[config.mk]
export PLATFORM = sky130hd
export DESIGN_NAME = utf8_decode_display_width
export DESIGN_NICKNAME = d
export VERILOG_FILES = /design/src/hw/rtl/u8dw_pkg.sv /design/src/hw/rtl/u8dw_ctrl.sv /design/src/hw/rtl/u8dw_datapath.sv /design/src/hw/rtl/utf8_decode_display_width.sv
export SDC_FILE = /design/constraint.sdc
export NUM_CORES = 1
export LEC_CHECK = 0
export BUFFER_PORTS_ARGS = -buffer_cell sky130_fd_sc_hd__buf_4
export CORE_MARGIN = 1.5
export CORE_UTILIZATION = 54
export DETAILED_ROUTE_END_ITERATION = 8
export MAX_ROUTING_LAYER = met4
export PLACE_DENSITY = 0.72
export SETUP_SLACK_MARGIN = 0.4
export SYNTH_ARGS = -nofsm -noshare
export SYNTH_HDL_FRONTEND = slang
export SYNTH_SLANG_ARGS = --single-unit
[constraint.sdc]
create_clock -name clk_i -period 17.5 [get_ports clk_i]
set_input_delay 3.5 -clock clk_i [delete_from_list [all_inputs] [get_ports clk_i]]
set_output_delay 3.5 -clock clk_i [all_outputs]
set_load 0.01 [all_outputs]
[src/hw/rtl/u8dw_pkg.sv]
// ----------------------------------------------------------------------------
// u8dw_pkg
// Shared types, constants and the width class lookup of the UTF-8 decoder
// with display width accounting.
// ----------------------------------------------------------------------------
package u8dw_pkg;

  localparam int unsigned WidthBits = 16;
  localparam int unsigned CpBits    = 21;
  localparam int unsigned QDepth    = 4;
  localparam int unsigned HeldDepth = 3;

  localparam logic [CpBits-1:0] Replacement = 21'h00FFFD;
  localparam logic [CpBits-1:0] SoftHyphen  = 21'h0000AD;
  localparam logic [7:0]        EscByte     = 8'h1B;

  typedef enum logic [1:0] {
    CLS_CONTROL,
    CLS_ZERO,
    CLS_SINGLE,
    CLS_DOUBLE
  } width_class_e;

  typedef enum logic [1:0] {
    ESC_NORMAL,
    ESC_HELD,
    ESC_SEQ
  } esc_mode_e;

  typedef enum logic [1:0] {
    ST_IDLE,
    ST_RUN,
    ST_TAIL,
    ST_FIN
  } ctrl_state_e;

  typedef enum logic [2:0] {
    CMD_NONE,
    CMD_LOAD,
    CMD_DECODE,
    CMD_TAIL,
    CMD_FIN
  } dp_cmd_e;

  typedef struct packed {
    logic q_empty;
    logic last;
    logic seq_open;
    logic out_free;
  } dp_status_t;

  typedef struct packed {
    logic [WidthBits-1:0] total;
    logic                 valid;
    logic                 rep;
    width_class_e         cls;
    logic [CpBits-1:0]    cp;
  } res_t;

  localparam int unsigned ZeroSpans = 9;
  localparam int unsigned WideSpans = 24;

  localparam logic [CpBits-1:0] ZeroLo [ZeroSpans] = '{
    21'h0300, 21'h1AB0, 21'h1DC0, 21'h20D0, 21'hFE20, 21'h200B, 21'hFEFF,
    21'hFE00, 21'hE0100
  };
  localparam logic [CpBits-1:0] ZeroHi [ZeroSpans] = '{
    21'h036F, 21'h1AFF, 21'h1DFF, 21'h20FF, 21'hFE2F, 21'h200D, 21'hFEFF,
    21'hFE0F, 21'hE01EF
  };

  localparam logic [CpBits-1:0] WideLo [WideSpans] = '{
    21'h4E00, 21'h3400, 21'h20000, 21'hF900, 21'hAC00, 21'h1100, 21'h3130,
    21'hA960, 21'hD7B0, 21'hFF01, 21'hFFE0, 21'h3000, 21'h3040, 21'h30A0,
    21'h31F0, 21'h3100, 21'h31A0, 21'h3200, 21'h3300, 21'h1F300, 21'h1FA00,
    21'h2600, 21'h2700, 21'h1F1E0
  };
  localparam logic [CpBits-1:0] WideHi [WideSpans] = '{
    21'h9FFF, 21'h4DBF, 21'h323AF, 21'hFAFF, 21'hD7AF, 21'h11FF, 21'h318F,
    21'hA97F, 21'hD7FF, 21'hFF60, 21'hFFE6, 21'h303F, 21'h309F, 21'h30FF,
    21'h31FF, 21'h312F, 21'h31BF, 21'h32FF, 21'h33FF, 21'h1F9FF, 21'h1FAFF,
    21'h26FF, 21'h27BF, 21'h1F1FF
  };

  function automatic width_class_e class_of(logic [CpBits-1:0] cp);
    logic         zero_hit;
    logic         wide_hit;
    width_class_e cls;
    zero_hit = 1'b0;
    wide_hit = 1'b0;
    for (int i = 0; i < ZeroSpans; i++) begin
      if (cp >= ZeroLo[i] && cp <= ZeroHi[i]) zero_hit = 1'b1;
    end
    for (int i = 0; i < WideSpans; i++) begin
      if (cp >= WideLo[i] && cp <= WideHi[i]) wide_hit = 1'b1;
    end
    if (cp < 21'h20 || (cp >= 21'h7F && cp < 21'hA0)) begin
      cls = CLS_CONTROL;
    end else if (cp == SoftHyphen) begin
      cls = CLS_SINGLE;
    end else if (zero_hit) begin
      cls = CLS_ZERO;
    end else if (wide_hit) begin
      cls = CLS_DOUBLE;
    end else begin
      cls = CLS_SINGLE;
    end
    return cls;
  endfunction

endpackage

[src/hw/rtl/u8dw_ctrl.sv]
// ----------------------------------------------------------------------------
// u8dw_ctrl
// Sequencer: takes one byte, walks the decode queue, closes the transaction run.
// ----------------------------------------------------------------------------
module u8dw_ctrl (
  input  logic                   clk_i,
  input  logic                   rst_ni,
  input  logic                   s_valid_i,
  output logic                   s_ready_o,
  input  u8dw_pkg::dp_status_t   status_i,
  output u8dw_pkg::dp_cmd_e      cmd_o
);
  import u8dw_pkg::*;

  ctrl_state_e state_q, state_d;

  always_ff @(posedge clk_i or negedge rst_ni) begin
    if (!rst_ni) begin
      state_q <= ST_IDLE;
    end else begin
      state_q <= state_d;
    end
  end

  always_comb begin
    state_d = state_q;
    unique case (state_q)
      ST_IDLE: begin
        if (s_valid_i) state_d = ST_RUN;
      end
      ST_RUN: begin
        if (status_i.q_empty) begin
          state_d = (status_i.last && status_i.seq_open) ? ST_TAIL : ST_FIN;
        end
      end
      ST_TAIL: begin
        if (status_i.out_free) state_d = ST_FIN;
      end
      ST_FIN: begin
        if (status_i.out_free) state_d = ST_IDLE;
      end
      default: state_d = ST_IDLE;
    endcase
  end

  always_comb begin
    s_ready_o = 1'b0;
    cmd_o     = CMD_NONE;
    unique case (state_q)
      ST_IDLE: begin
        s_ready_o = 1'b1;
        if (s_valid_i) cmd_o = CMD_LOAD;
      end
      ST_RUN: begin
        if (!status_i.q_empty && status_i.out_free) cmd_o = CMD_DECODE;
      end
      ST_TAIL: begin
        if (status_i.out_free) cmd_o = CMD_TAIL;
      end
      ST_FIN: begin
        if (status_i.out_free) cmd_o = CMD_FIN;
      end
      default: cmd_o = CMD_NONE;
    endcase
  end

endmodule

[src/hw/rtl/u8dw_datapath.sv]
// ----------------------------------------------------------------------------
// u8dw_datapath
// Escape filter, byte queue with replay, UTF-8 assembly, width class and
// running total, one pending result and the output register.
// ----------------------------------------------------------------------------
module u8dw_datapath (
  input  logic                 clk_i,
  input  logic                 rst_ni,
  input  u8dw_pkg::dp_cmd_e    cmd_i,
  output u8dw_pkg::dp_status_t status_o,
  input  logic [7:0]           in_byte_i,
  input  logic                 in_last_i,
  input  logic                 cfg_we_i,
  input  logic                 cfg_data_i,
  input  logic                 out_ready_i,
  output logic                 out_valid_o,
  output u8dw_pkg::res_t       out_res_o,
  output logic                 out_string_end_o,
  output logic                 out_run_last_o
);
  import u8dw_pkg::*;

  logic                 strip_q, strip_d;
  esc_mode_e            esc_q, esc_d;
  logic [7:0]           lead_q, lead_d;
  logic [1:0]           need_q, need_d;
  logic [7:0]           held_q [HeldDepth];
  logic [7:0]           held_d [HeldDepth];
  logic [1:0]           hcnt_q, hcnt_d;
  logic [WidthBits-1:0] wtot_q, wtot_d;
  logic [7:0]           q_q [QDepth];
  logic [7:0]           q_d [QDepth];
  logic [2:0]           qcnt_q, qcnt_d;
  logic                 last_q, last_d;
  res_t                 pend_q, pend_d;
  logic                 pend_vld_q, pend_vld_d;
  res_t                 out_q, out_d;
  logic                 out_se_q, out_se_d;
  logic                 out_rl_q, out_rl_d;
  logic                 out_vld_q, out_vld_d;

  logic [7:0]           front;
  logic [7:0]           h_eff [HeldDepth];
  logic                 seq_done;
  logic                 seq_ok;
  logic [CpBits-1:0]    seq_cp;
  logic                 new_emit;
  logic [CpBits-1:0]    new_cp;
  logic                 new_rep;
  width_class_e         new_cls;
  logic [1:0]           new_add;
  logic [WidthBits:0]   wsum;
  logic [WidthBits-1:0] wnext;
  res_t                 new_res;
  logic                 push;
  res_t                 push_res;
  logic                 push_se;
  logic                 push_rl;
  logic                 out_free;

  function automatic logic is_term(logic [7:0] b);
    return b == "m" || b == "H" || b == "J" || b == "K" ||
           b == "A" || b == "B" || b == "C" || b == "D";
  endfunction

  assign front    = q_q[0];
  assign out_free = !out_vld_q || out_ready_i;

  always_comb begin
    for (int i = 0; i < HeldDepth; i++) begin
      h_eff[i] = (hcnt_q == 2'(i)) ? front : held_q[i];
    end
  end

  assign seq_done = (need_q != 2'd0) && (hcnt_q + 2'd1 == need_q);

  always_comb begin
    seq_ok = 1'b1;
    for (int i = 0; i < HeldDepth; i++) begin
      if (2'(i) < need_q && h_eff[i][7:6] != 2'b10) seq_ok = 1'b0;
    end
    case (need_q)
      2'd1:    seq_cp = {10'd0, lead_q[4:0], h_eff[0][5:0]};
      2'd2:    seq_cp = {5'd0, lead_q[3:0], h_eff[0][5:0], h_eff[1][5:0]};
      2'd3:    seq_cp = {lead_q[2:0], h_eff[0][5:0], h_eff[1][5:0], h_eff[2][5:0]};
      default: seq_cp = '0;
    endcase
  end

  // result produced by a decode step or by the open sequence at string end
  always_comb begin
    new_emit = 1'b0;
    new_cp   = Replacement;
    new_rep  = 1'b1;
    if (cmd_i == CMD_TAIL) begin
      new_emit = 1'b1;
    end else if (cmd_i == CMD_DECODE) begin
      if (need_q == 2'd0) begin
        if (!front[7]) begin
          new_emit = 1'b1;
          new_cp   = {13'd0, front};
          new_rep  = 1'b0;
        end else if (front[7:6] == 2'b10 || front[7:3] == 5'b11111) begin
          new_emit = 1'b1;
        end
      end else if (seq_done) begin
        new_emit = 1'b1;
        new_cp   = seq_ok ? seq_cp : Replacement;
        new_rep  = !seq_ok;
      end
    end
  end

  assign new_cls = class_of(new_cp);

  always_comb begin
    case (new_cls)
      CLS_DOUBLE: new_add = 2'd2;
      CLS_SINGLE: new_add = 2'd1;
      default:    new_add = 2'd0;
    endcase
  end

  assign wsum  = {1'b0, wtot_q} + {{(WidthBits-1){1'b0}}, new_add};
  assign wnext = wsum[WidthBits] ? {WidthBits{1'b1}} : wsum[WidthBits-1:0];

  always_comb begin
    new_res.cp    = new_cp;
    new_res.cls   = new_cls;
    new_res.rep   = new_rep;
    new_res.valid = 1'b1;
    new_res.total = wnext;
  end

  always_comb begin
    strip_d = cfg_we_i ? cfg_data_i : strip_q;
    esc_d   = esc_q;
    lead_d  = lead_q;
    need_d  = need_q;
    held_d  = held_q;
    hcnt_d  = hcnt_q;
    wtot_d  = wtot_q;
    q_d     = q_q;
    qcnt_d  = qcnt_q;
    last_d  = last_q;

    unique case (cmd_i)
      CMD_LOAD: begin
        last_d = in_last_i;
        qcnt_d = 3'd0;
        unique case (esc_q)
          ESC_SEQ: begin
            if (is_term(in_byte_i)) esc_d = ESC_NORMAL;
          end
          ESC_HELD: begin
            if (in_byte_i == "[") begin
              esc_d = ESC_SEQ;
            end else begin
              esc_d  = ESC_NORMAL;
              q_d[0] = EscByte;
              if (strip_q && in_byte_i == EscByte && !in_last_i) begin
                esc_d  = ESC_HELD;
                qcnt_d = 3'd1;
              end else begin
                q_d[1] = in_byte_i;
                qcnt_d = 3'd2;
              end
            end
          end
          default: begin
            if (strip_q && in_byte_i == EscByte && !in_last_i) begin
              esc_d = ESC_HELD;
            end else begin
              q_d[0] = in_byte_i;
              qcnt_d = 3'd1;
            end
          end
        endcase
      end
      CMD_DECODE: begin
        for (int i = 0; i < QDepth - 1; i++) q_d[i] = q_q[i+1];
        qcnt_d = qcnt_q - 3'd1;
        if (new_emit) wtot_d = wnext;
        if (need_q == 2'd0) begin
          hcnt_d = 2'd0;
          lead_d = front;
          if (front[7:5] == 3'b110) begin
            need_d = 2'd1;
          end else if (front[7:4] == 4'b1110) begin
            need_d = 2'd2;
          end else if (front[7:3] == 5'b11110) begin
            need_d = 2'd3;
          end else begin
            lead_d = lead_q;
          end
        end else begin
          held_d = h_eff;
          hcnt_d = hcnt_q + 2'd1;
          if (seq_done) begin
            need_d = 2'd0;
            hcnt_d = 2'd0;
            if (!seq_ok) begin
              // replay the held bytes ahead of what is still queued
              qcnt_d = qcnt_q - 3'd1 + {1'b0, need_q};
              case (need_q)
                2'd1:    q_d = '{h_eff[0], q_q[1], q_q[2], q_q[3]};
                2'd2:    q_d = '{h_eff[0], h_eff[1], q_q[1], q_q[2]};
                default: q_d = '{h_eff[0], h_eff[1], h_eff[2], q_q[1]};
              endcase
            end
          end
        end
      end
      CMD_TAIL: begin
        wtot_d = wnext;
        need_d = 2'd0;
        hcnt_d = 2'd0;
      end
      CMD_FIN: begin
        if (last_q) begin
          esc_d  = ESC_NORMAL;
          lead_d = 8'd0;
          need_d = 2'd0;
          hcnt_d = 2'd0;
          wtot_d = '0;
        end
      end
      default: begin
      end
    endcase
  end

  // one result is held back so the last one of a byte can be flagged
  always_comb begin
    pend_d     = pend_q;
    pend_vld_d = pend_vld_q;
    push       = 1'b0;
    push_res   = pend_q;
    push_se    = 1'b0;
    push_rl    = 1'b0;
    if (new_emit) begin
      push       = pend_vld_q;
      pend_d     = new_res;
      pend_vld_d = 1'b1;
    end else if (cmd_i == CMD_FIN) begin
      pend_vld_d = 1'b0;
      if (pend_vld_q) begin
        push    = 1'b1;
        push_se = last_q;
        push_rl = 1'b1;
      end else if (last_q) begin
        push           = 1'b1;
        push_res.cp    = '0;
        push_res.cls   = CLS_CONTROL;
        push_res.rep   = 1'b0;
        push_res.valid = 1'b0;
        push_res.total = wtot_q;
        push_se        = 1'b1;
        push_rl        = 1'b1;
      end
    end
    out_vld_d = push || (out_vld_q && !out_ready_i);
    out_d     = push ? push_res : out_q;
    out_se_d  = push ? push_se : out_se_q;
    out_rl_d  = push ? push_rl : out_rl_q;
  end

  always_ff @(posedge clk_i or negedge rst_ni) begin
    if (!rst_ni) begin
      strip_q    <= 1'b0;
      esc_q      <= ESC_NORMAL;
      lead_q     <= 8'd0;
      need_q     <= 2'd0;
      hcnt_q     <= 2'd0;
      wtot_q     <= '0;
      qcnt_q     <= 3'd0;
      last_q     <= 1'b0;
      pend_vld_q <= 1'b0;
      out_vld_q  <= 1'b0;
    end else begin
      strip_q    <= strip_d;
      esc_q      <= esc_d;
      lead_q     <= lead_d;
      need_q     <= need_d;
      hcnt_q     <= hcnt_d;
      wtot_q     <= wtot_d;
      qcnt_q     <= qcnt_d;
      last_q     <= last_d;
      pend_vld_q <= pend_vld_d;
      out_vld_q  <= out_vld_d;
    end
  end

  always_ff @(posedge clk_i) begin
    held_q   <= held_d;
    q_q      <= q_d;
    pend_q   <= pend_d;
    out_q    <= out_d;
    out_se_q <= out_se_d;
    out_rl_q <= out_rl_d;
  end

  assign status_o.q_empty  = (qcnt_q == 3'd0);
  assign status_o.last     = last_q;
  assign status_o.seq_open = (need_q != 2'd0);
  assign status_o.out_free = out_free;

  assign out_valid_o      = out_vld_q;
  assign out_res_o        = out_q;
  assign out_string_end_o = out_se_q;
  assign out_run_last_o   = out_rl_q;

  a_qcnt_bound: assert property (@(posedge clk_i) disable iff (!rst_ni)
    qcnt_q <= 3'(QDepth))
    else $error("decode queue overflow");

  a_hcnt_range: assert property (@(posedge clk_i) disable iff (!rst_ni)
    (need_q == 2'd0 && hcnt_q == 2'd0) || (hcnt_q < need_q))
    else $error("held count out of range for open sequence");

  a_load_clean: assert property (@(posedge clk_i) disable iff (!rst_ni)
    cmd_i == CMD_LOAD |-> !pend_vld_q && qcnt_q == 3'd0)
    else $error("new byte loaded with work left over");

  a_string_reset: assert property (@(posedge clk_i) disable iff (!rst_ni)
    cmd_i == CMD_FIN && last_q |=> wtot_q == '0 && need_q == 2'd0 && esc_q == ESC_NORMAL)
    else $error("string state not cleared at string end");

endmodule

[src/hw/rtl/utf8_decode_display_width.sv]
// ----------------------------------------------------------------------------
// utf8_decode_display_width
// UTF-8 byte stream decoder with per-codepoint width class and running
// display width of each string.
// ----------------------------------------------------------------------------
// One byte is taken per input transaction, and the block takes the next byte
// only after the current one has been worked through: it loads the byte, runs
// one decode step per queued byte (one byte normally, two when a held ESC is
// released, and one more for every held byte that a bad continuation puts
// back into the four-entry queue, so replays can chain), finds the queue
// empty, takes an extra tail step when a string ends inside an open sequence,
// and hands over the last result. A single decode unit works through the
// byte queue. Results leave through an output register; while a result waits
// there unaccepted, every decode step and the closing steps wait too, so an
// output stall holds the whole byte. The user must write the escape filter
// setting through the cfg channel only while no byte is in flight; the block
// itself does not enforce this.
// ----------------------------------------------------------------------------
module utf8_decode_display_width (
  input  logic        clk_i,
  input  logic        rst_ni,
  input  logic        s_axis_tvalid_i,
  output logic        s_axis_tready_o,
  input  logic [7:0]  s_axis_tdata_i,   // data_byte
  input  logic        s_axis_tlast_i,
  output logic        m_axis_tvalid_o,
  input  logic        m_axis_tready_i,
  output logic [39:0] m_axis_tdata_o,   // codepoint, width_class, total_width, run_last
  output logic [1:0]  m_axis_tuser_o,   // replaced, char_valid
  output logic        m_axis_tlast_o,
  input  logic        cfg_valid_i,
  output logic        cfg_ready_o,
  input  logic        cfg_data_i
);
  import u8dw_pkg::*;

  dp_cmd_e    cmd;
  dp_status_t status;
  res_t       res;
  logic       run_last;

  u8dw_ctrl u_ctrl (
    .clk_i     (clk_i),
    .rst_ni    (rst_ni),
    .s_valid_i (s_axis_tvalid_i),
    .s_ready_o (s_axis_tready_o),
    .status_i  (status),
    .cmd_o     (cmd)
  );

  u8dw_datapath u_datapath (
    .clk_i            (clk_i),
    .rst_ni           (rst_ni),
    .cmd_i            (cmd),
    .status_o         (status),
    .in_byte_i        (s_axis_tdata_i),
    .in_last_i        (s_axis_tlast_i),
    .cfg_we_i         (cfg_valid_i),
    .cfg_data_i       (cfg_data_i),
    .out_ready_i      (m_axis_tready_i),
    .out_valid_o      (m_axis_tvalid_o),
    .out_res_o        (res),
    .out_string_end_o (m_axis_tlast_o),
    .out_run_last_o   (run_last)
  );

  assign cfg_ready_o    = 1'b1;
  assign m_axis_tdata_o = {run_last, res.total, res.cls, res.cp};
  assign m_axis_tuser_o = {res.valid, res.rep};

endmodule

==> flow_metrics.env, run 1 <==
export IMPL_critPathLaunch="m_axis_tready_i"
export IMPL_clockBufferDepth=2
export IMPL_synth_fp_nets=1137
export IMPL_setup_tns_final_ns=0
export IMPL_rsz0062_at_grt="no"
export IMPL_final_period_utilization=0.487
export IMPL_wl_um=33000
export IMPL_avgRoutedWirePerCell_um=23.2
export IMPL_cts_setup_buffers=0
export IMPL_cts_tree="yes"
export IMPL_nets=1174
export IMPL_final_seq_area_um2=5070
export IMPL_drt_iter0_drc=1123
export IMPL_slew_headroom=0.164
export IMPL_io_pins=61
export IMPL_grt_pass1_vias=8709
export IMPL_yosys_area_top_type_share=0.393
export IMPL_cp_endpoint="u_datapath.wtot_q[5]$_DFFE_PN0P_"
export IMPL_r2r_cells=20
export IMPL_dieArea_um2=20500
export IMPL_path_cells="buf_4 > nand2b_1 > and4_1 > buf_4 > nand2_1 > nor4_1 > nand2_1 > o32ai_1 > o2111ai_1 > nor4_1 > nor2b_1 > ha_1 > inv_1 > fa_1 > and3b_1 > nand3_1 > or3_1 > o21ai_0 > nand2_1 > nand2_1"
export IMPL_hold_buffers=0
export IMPL_outcome="complete, no violations"
export IMPL_grt_start_max_net_pins=51
export IMPL_synth_largest_area_cell="edfxtp_1"
export IMPL_drive_above_1_share=0.161
export IMPL_clock_sinks=175
export IMPL_syn_area_per_cell_um2=9.61
export IMPL_switching_share=0.474
export IMPL_rr_startpoint="u_datapath.hcnt_q[1]$_DFFE_PN0P_"
export IMPL_async_flop_share=0.206
export IMPL_multi_input_area_um2=5160
export IMPL_numPortBuffers=59
export IMPL_worst_hold_path_type="reg -> reg"
export IMPL_finClkSkew_ns=0.0144
export IMPL_finalSetupViolCount=0
export IMPL_clkTransAtPathRegs_ns=0.09
export IMPL_rows=51
export IMPL_post_route_min_period_ns=8.53
export IMPL_dr_pass1_iters=5
export IMPL_hold_violations=0
export IMPL_whs_ns=0.503
export IMPL_crit_type="in -> reg"
export IMPL_grt_pass1_wl_um=50800
export IMPL_gr_total_overflow=0
export IMPL_postRouteAntennaNets=0
export IMPL_gr_usage_all_layers=0.340
export IMPL_drc=0
export IMPL_cts_htree_levels=4
export IMPL_viasPerCell=6.58
export IMPL_layout_commonest_cell="nand2_1"
export IMPL_fillers=1703
export IMPL_powerDensity_nw_per_um2=199
export IMPL_place_area_um2=11300
export IMPL_via_count=9349
export IMPL_antenna_found_initial=0
export IMPL_cts_root_buf="clkbuf_16"
export IMPL_numCtsBuffers=17
export IMPL_peakVddDrop_mv=0.101
export IMPL_hpwl_um=23600
export IMPL_worst_r2r_setup_slack_ns=10.17
export IMPL_final_max_slew_violation_count=0
export IMPL_clockPowerShare=0.169
export IMPL_start_util=0.548
export IMPL_synthTopCellsByArea="edfxtp_1 39%, dfrtp_1 8.5%, nand2_1 5.6%"
export IMPL_core_area_um2=19400
export IMPL_critical_path_arrival_ns=8.91
export IMPL_crit_required_ns=17.89
export IMPL_fp_dieW_um=143
export IMPL_r2r_end="u_datapath.wtot_q[5]$_DFFE_PN0P_"
export IMPL_antenna_cells=0
export IMPL_p_comb_frac=0.515
export IMPL_synth_seq_cells=175
export IMPL_cap_violations=0
export IMPL_crit_path_end_kind="flop"
export IMPL_postLayoutCellArea_um2=12000
export IMPL_critPathLaunchType="input port"
export IMPL_die_h_um=143
export IMPL_synth_edf_count=139
export IMPL_ys_flop_type="edfxtp_1"
export IMPL_crit_slowest_cell="nor4_1"
export IMPL_synth_distinct_cells=85
export IMPL_post_cts_resized=0
export IMPL_syn_area_um2=10600
export IMPL_layout_common_cells="159 x nand2_1, 139 x edfxtp_1, 81 x buf_4"
export IMPL_p_switching_mw=1.13
export IMPL_place_congestion=1.08
export IMPL_worst_pin_slew_ns=1.24
export IMPL_seq_area_frac_synth=0.477
export IMPL_intPower_mw=1.25
export IMPL_p_leak_nw=4.40
export IMPL_syn_instance_count=1106
export IMPL_power_share_sequential=0.317
export IMPL_syn_to_final_growth_pct=12.4
export IMPL_max_stage_delay_ns=1.07
export IMPL_worstPathMaxFanout=22
export IMPL_yosys_warnings=0
export IMPL_fmax_ghz=0.117
export IMPL_path_common_cell="nand2_1"
export IMPL_clk_latency_ns=0.45
-- cell usage after synthesis (all sizes together), types with 8 or more instances --
| library cell | number |
|---|---|
| and2 | 35 |
| or3 | 8 |
| ha | 14 |
| inv | 40 |
| or4 | 8 |
| o31ai | 12 |
| clkbuf | 49 |
| or2 | 8 |
| nor2 | 70 |
| a31oi | 14 |
| a211o | 9 |
| and3 | 14 |
| buf | 14 |
| nand2 | 159 |
| a21o | 10 |
| nand4 | 22 |
| nor4 | 22 |
| nand2b | 11 |
| dfrtp | 36 |
| nor2b | 12 |
| mux2 | 29 |
| a31o | 8 |
| nor3 | 27 |
| edfxtp | 139 |
| o21ai | 76 |
| nand3 | 46 |
| o211ai | 8 |
| mux2i | 31 |
| a21oi | 54 |
-- critical path, delay by kind of cell --
kind | cells | cell delay (ns)
simple gates | 12 | 3.73
compound gates | 3 | 0.73
fa+ha+maj | 2 | 0.56
buf+inv | 3 | 0.39
-- cells by family after synthesis --
family / count (synthesis) / synth area share
buf+inv: 103 / 0.0393
mux: 60 / 0.0599
flops: 175 / 0.477
compound gates: 267 / 0.167
other cells: 1 / 0.000353
xor+xnor: 12 / 0.00989
simple gates: 472 / 0.226
fa+ha+maj: 16 / 0.0202
-- power groups by stage --
stage          clock network (mW)  registers, mW  logic (mW)
2_1_floorplan                   0          0.747       0.770
3_3_place_gp                    0          0.754        1.19
3_5_place_dp                    0          0.758        1.18
4_1_cts                     0.404          0.750        1.19
5_1_grt                     0.417          0.765        1.31
6_report                    0.401          0.752        1.22
-- stage by stage --
step | setup slack (ns) | instances | utilization | total power [mW]
finish | 8.97 | 1421 | 0.616 | 2.38
global route | 8.64 | 1421 | 0.616 | 2.50
CTS | 9.09 | 1421 | 0.616 | 2.34
detailed placement | 8.63 | 1389 | 0.584 | 1.94
global placement | 8.63 | 1389 | 0.584 | 1.94
floorplan | 9.63 | 1106 | - | 1.52
-- how the worst min path moves through the flow --
stage                                     startpoint                                to  slack [ns]  cells past startpoint
floorplan           u_datapath.qcnt_q[2]$_DFFE_PN0P_  u_datapath.qcnt_q[2]$_DFFE_PN0P_        0.44                      1
global placement    u_datapath.qcnt_q[2]$_DFFE_PN0P_  u_datapath.qcnt_q[2]$_DFFE_PN0P_        0.47                      1
detailed placement  u_datapath.qcnt_q[2]$_DFFE_PN0P_  u_datapath.qcnt_q[2]$_DFFE_PN0P_        0.47                      1
CTS                 u_datapath.qcnt_q[2]$_DFFE_PN0P_  u_datapath.qcnt_q[2]$_DFFE_PN0P_        0.49                      1
global route        u_datapath.qcnt_q[2]$_DFFE_PN0P_  u_datapath.qcnt_q[2]$_DFFE_PN0P_        0.53                      1
finish              u_datapath.qcnt_q[2]$_DFFE_PN0P_  u_datapath.qcnt_q[2]$_DFFE_PN0P_        0.50                      1
-- registers in the layout, indices dropped and copies added, names as in the netlist, 2 cells and up --
name / count
u_datapath.held_q: 24
u_datapath.hcnt_q: 2
u_datapath.esc_q: 2
u_datapath.need_q: 2
u_datapath.qcnt_q: 3
u_datapath.q_q: 24
u_datapath.lead_q: 5
u_datapath.pend_q: 40
u_datapath.out_res_o: 41
u_datapath.wtot_q: 16
u_ctrl.state_q: 2
u_datapath.front: 8
-- cell type report --
cell class	instances	area share
Inverter	40	0.0126
Clock buffer	17	0.0356
Tap cell	265	0.0277
Clock inverter	15	0.0171
Timing Repair Buffer	81	0.0509
Multi-Input combinational cell	828	0.432
Sequential cell	175	0.425
-- layer usage --
metal / global-route usage / routed length, um / up-vias
met5: - / 0 / -
met1: 0.432 / 13700 / 4501
met2: 0.542 / 15500 / 509
li1: - / - / 4228
met3: 0.0526 / 2470 / 111
met4: 0.148 / 1310 / 0
(Power assumes the default switching activity.)
==> run 2: changes to the inputs <==
- PLACE_DENSITY: 0.72 -> 0.75
- clock period: 17.5 -> 6.9 ns (I/O delays scaled with it)
==> flow_metrics.env, run 2 (same netlist as run 1, synthesis figures left out) <==
export IMPL_final_max_slew_violation_count=0
export IMPL_crit_buf_inv=3
export IMPL_cts_tree="yes"
export IMPL_crit_slowest_cell="nor3_1"
export IMPL_place_area_um2=11500
export IMPL_finClkSkew_ns=0.0149
export IMPL_drive_above_1_share=0.185
export IMPL_postRouteAntennaNets=0
export IMPL_powerDensity_nw_per_um2=510
export IMPL_start_util=0.548
export IMPL_worst_hold_path_type="reg -> reg"
export IMPL_setup_tns_final_ns=0
export IMPL_rows=51
export IMPL_core_area_um2=19400
export IMPL_nets=1201
export IMPL_largest_register_ffs=41
export IMPL_drc=0
export IMPL_dr_pass1_iters=5
export IMPL_numPortBuffers=59
export IMPL_io_pins=61
export IMPL_wl_um=35100
export IMPL_dieArea_um2=20500
export IMPL_fmax_ghz=0.159
export IMPL_clock_sinks=175
export IMPL_numCtsBuffers=17
export IMPL_critPathLaunchType="flop"
export IMPL_slew_headroom=0.313
export IMPL_syn_to_final_growth_pct=15.1
export IMPL_antenna_cells=0
export IMPL_path_cells="inv_1 > ha_4 > or3b_1 > a2111oi_4 > a311o_2 > nand3_1 > nor3_1 > nor4_1 > o41ai_1 > o2111ai_1 > nor4_1 > nor2b_1 > ha_1 > inv_1 > fa_1 > and3b_1 > nand3_1 > or3_1 > buf_4 > a21oi_1 > a31o_2"
export IMPL_outcome="complete, no violations"
export IMPL_grt_pass1_vias=9095
export IMPL_gr_usage_all_layers=0.357
export IMPL_peakVddDrop_mv=0.289
export IMPL_drt_iter0_drc=1162
export IMPL_fp_dieW_um=143
export IMPL_max_stage_delay_ns=0.65
export IMPL_critical_path_arrival_ns=6.67
export IMPL_cts_root_buf="clkbuf_16"
export IMPL_place_congestion=1.05
export IMPL_clkTransAtPathRegs_ns=0.09
export IMPL_hpwl_um=25200
export IMPL_cpLargestDelayFamily="simple AND/OR/NAND/NOR gates"
export IMPL_grt_pass1_wl_um=53200
export IMPL_gr_total_overflow=0
export IMPL_crit_type="reg -> reg"
export IMPL_finalSetupViolCount=0
export IMPL_cts_htree_levels=4
export IMPL_clockBufferDepth=2
export IMPL_hold_violations=0
export IMPL_layout_common_cells="159 x nand2_1, 139 x edfxtp_1, 108 x buf_4"
export IMPL_via_count=9698
export IMPL_crit_required_ns=7.29
export IMPL_die_h_um=143
export IMPL_worst_pin_slew_ns=1.03
export IMPL_post_route_min_period_ns=6.28
export IMPL_cap_violations=0
export IMPL_antenna_found_initial=0
export IMPL_avgRoutedWirePerCell_um=24.2
export IMPL_grt_start_max_net_pins=51
export IMPL_worstPathMaxFanout=15
export IMPL_postLayoutCellArea_um2=12200
export IMPL_viasPerCell=6.70
export IMPL_fillers=1622
export IMPL_rsz0062_at_grt="no"
export IMPL_p_leak_nw=4.54
export IMPL_layout_commonest_cell="nand2_1"
export IMPL_hold_buffers=0
export IMPL_crit_path_end_kind="flop"
export IMPL_final_period_utilization=0.910
export IMPL_clk_latency_ns=0.45
[run 2: changes by cell type in the layout (fill, tap and decap cells not counted), sizes merged]
cell    delta
clkinv     -1
buf       +27
inv        +1
[run 2: stage by stage]
step | setup slack [ns] | power, mW | std cells | utilization | hold slack [ns]
after global placement | 0.409 | 5.00 | 1414 | 0.593 | 0.461
final | 0.624 | 6.24 | 1448 | 0.631 | 0.484
after floorplan | 1.14 | 3.85 | 1106 | - | 0.442
after global routing | 0.394 | 6.54 | 1448 | 0.631 | 0.514
after CTS | 0.469 | 6.10 | 1448 | 0.627 | 0.491
after detailed placement | 0.381 | 5.03 | 1414 | 0.593 | 0.476
[run 2: final timing paths]
check	startpoint	end	slack (ns)	cells past startpoint
max	u_datapath.hcnt_q[0]$_DFFE_PN0P_	u_datapath.wtot_q[13]$_DFFE_PN0P_	0.62	21
min	u_datapath.qcnt_q[2]$_DFFE_PN0P_	u_datapath.qcnt_q[2]$_DFFE_PN0P_	0.48	1
max reg2reg	u_datapath.hcnt_q[0]$_DFFE_PN0P_	u_datapath.wtot_q[13]$_DFFE_PN0P_	0.62	21
min reg2reg	u_datapath.qcnt_q[2]$_DFFE_PN0P_	u_datapath.qcnt_q[2]$_DFFE_PN0P_	0.48	1
max in group asynchronous	rst_ni	u_datapath.wtot_q[0]$_DFFE_PN0P_	5.66	1
min in group asynchronous	rst_ni	u_datapath.qcnt_q[0]$_DFFE_PN0P_	0.88	1
[run 2: worst register-to-register path, stage by stage (launching register included)]
cell       delay (ns)
dfrtp_1          0.57
inv_1            0.18
ha_4             0.27
or3b_1           0.44
a2111oi_4        0.47
a311o_2          0.29
nand3_1          0.14
nor3_1           0.65
nor4_1           0.13
o41ai_1          0.45
o2111ai_1        0.19
nor4_1           0.35
nor2b_1          0.19
ha_1             0.18
inv_1            0.05
fa_1             0.40
and3b_1          0.28
nand3_1          0.10
or3_1            0.40
buf_4            0.18
a21oi_1          0.16
a31o_2           0.13
[run 2: timing repair]
item	CTS	global route
pin swaps	1	1
setup endpoints to repair	17	32
buffers inserted	2	0
resized for setup	0	14
[run 2: cell type report]
| type | instances | area [um2] | area share |
|---|---|---|---|
| sequential | 175 | 5070 | 0.415 |
| clock buffer | 17 | 425 | 0.0348 |
| clock inverter | 15 | 218 | 0.0178 |
| inverter | 40 | 150 | 0.0123 |
| timing repair buffer | 108 | 811 | 0.0663 |
| multi-input combinational | 828 | 5220 | 0.427 |
| tap | 265 | 332 | 0.0271 |
[run 2: report_power, final]
part	switching, mW	internal (mW)	total, mW
clock	0.532	0.511	1.04
combinational	2.18	1.08	3.26
sequential	0.249	1.69	1.94
total	2.96	3.28	6.24
[run 2: metal layers]
layer / share of wire / track usage / vias to the layer above
li1: - / - / 4280
met2: 0.47 / 0.566 / 618
met1: 0.40 / 0.451 / 4658
met4: 0.048 / 0.172 / 0
met5: 0 / - / -
met3: 0.081 / 0.0553 / 142
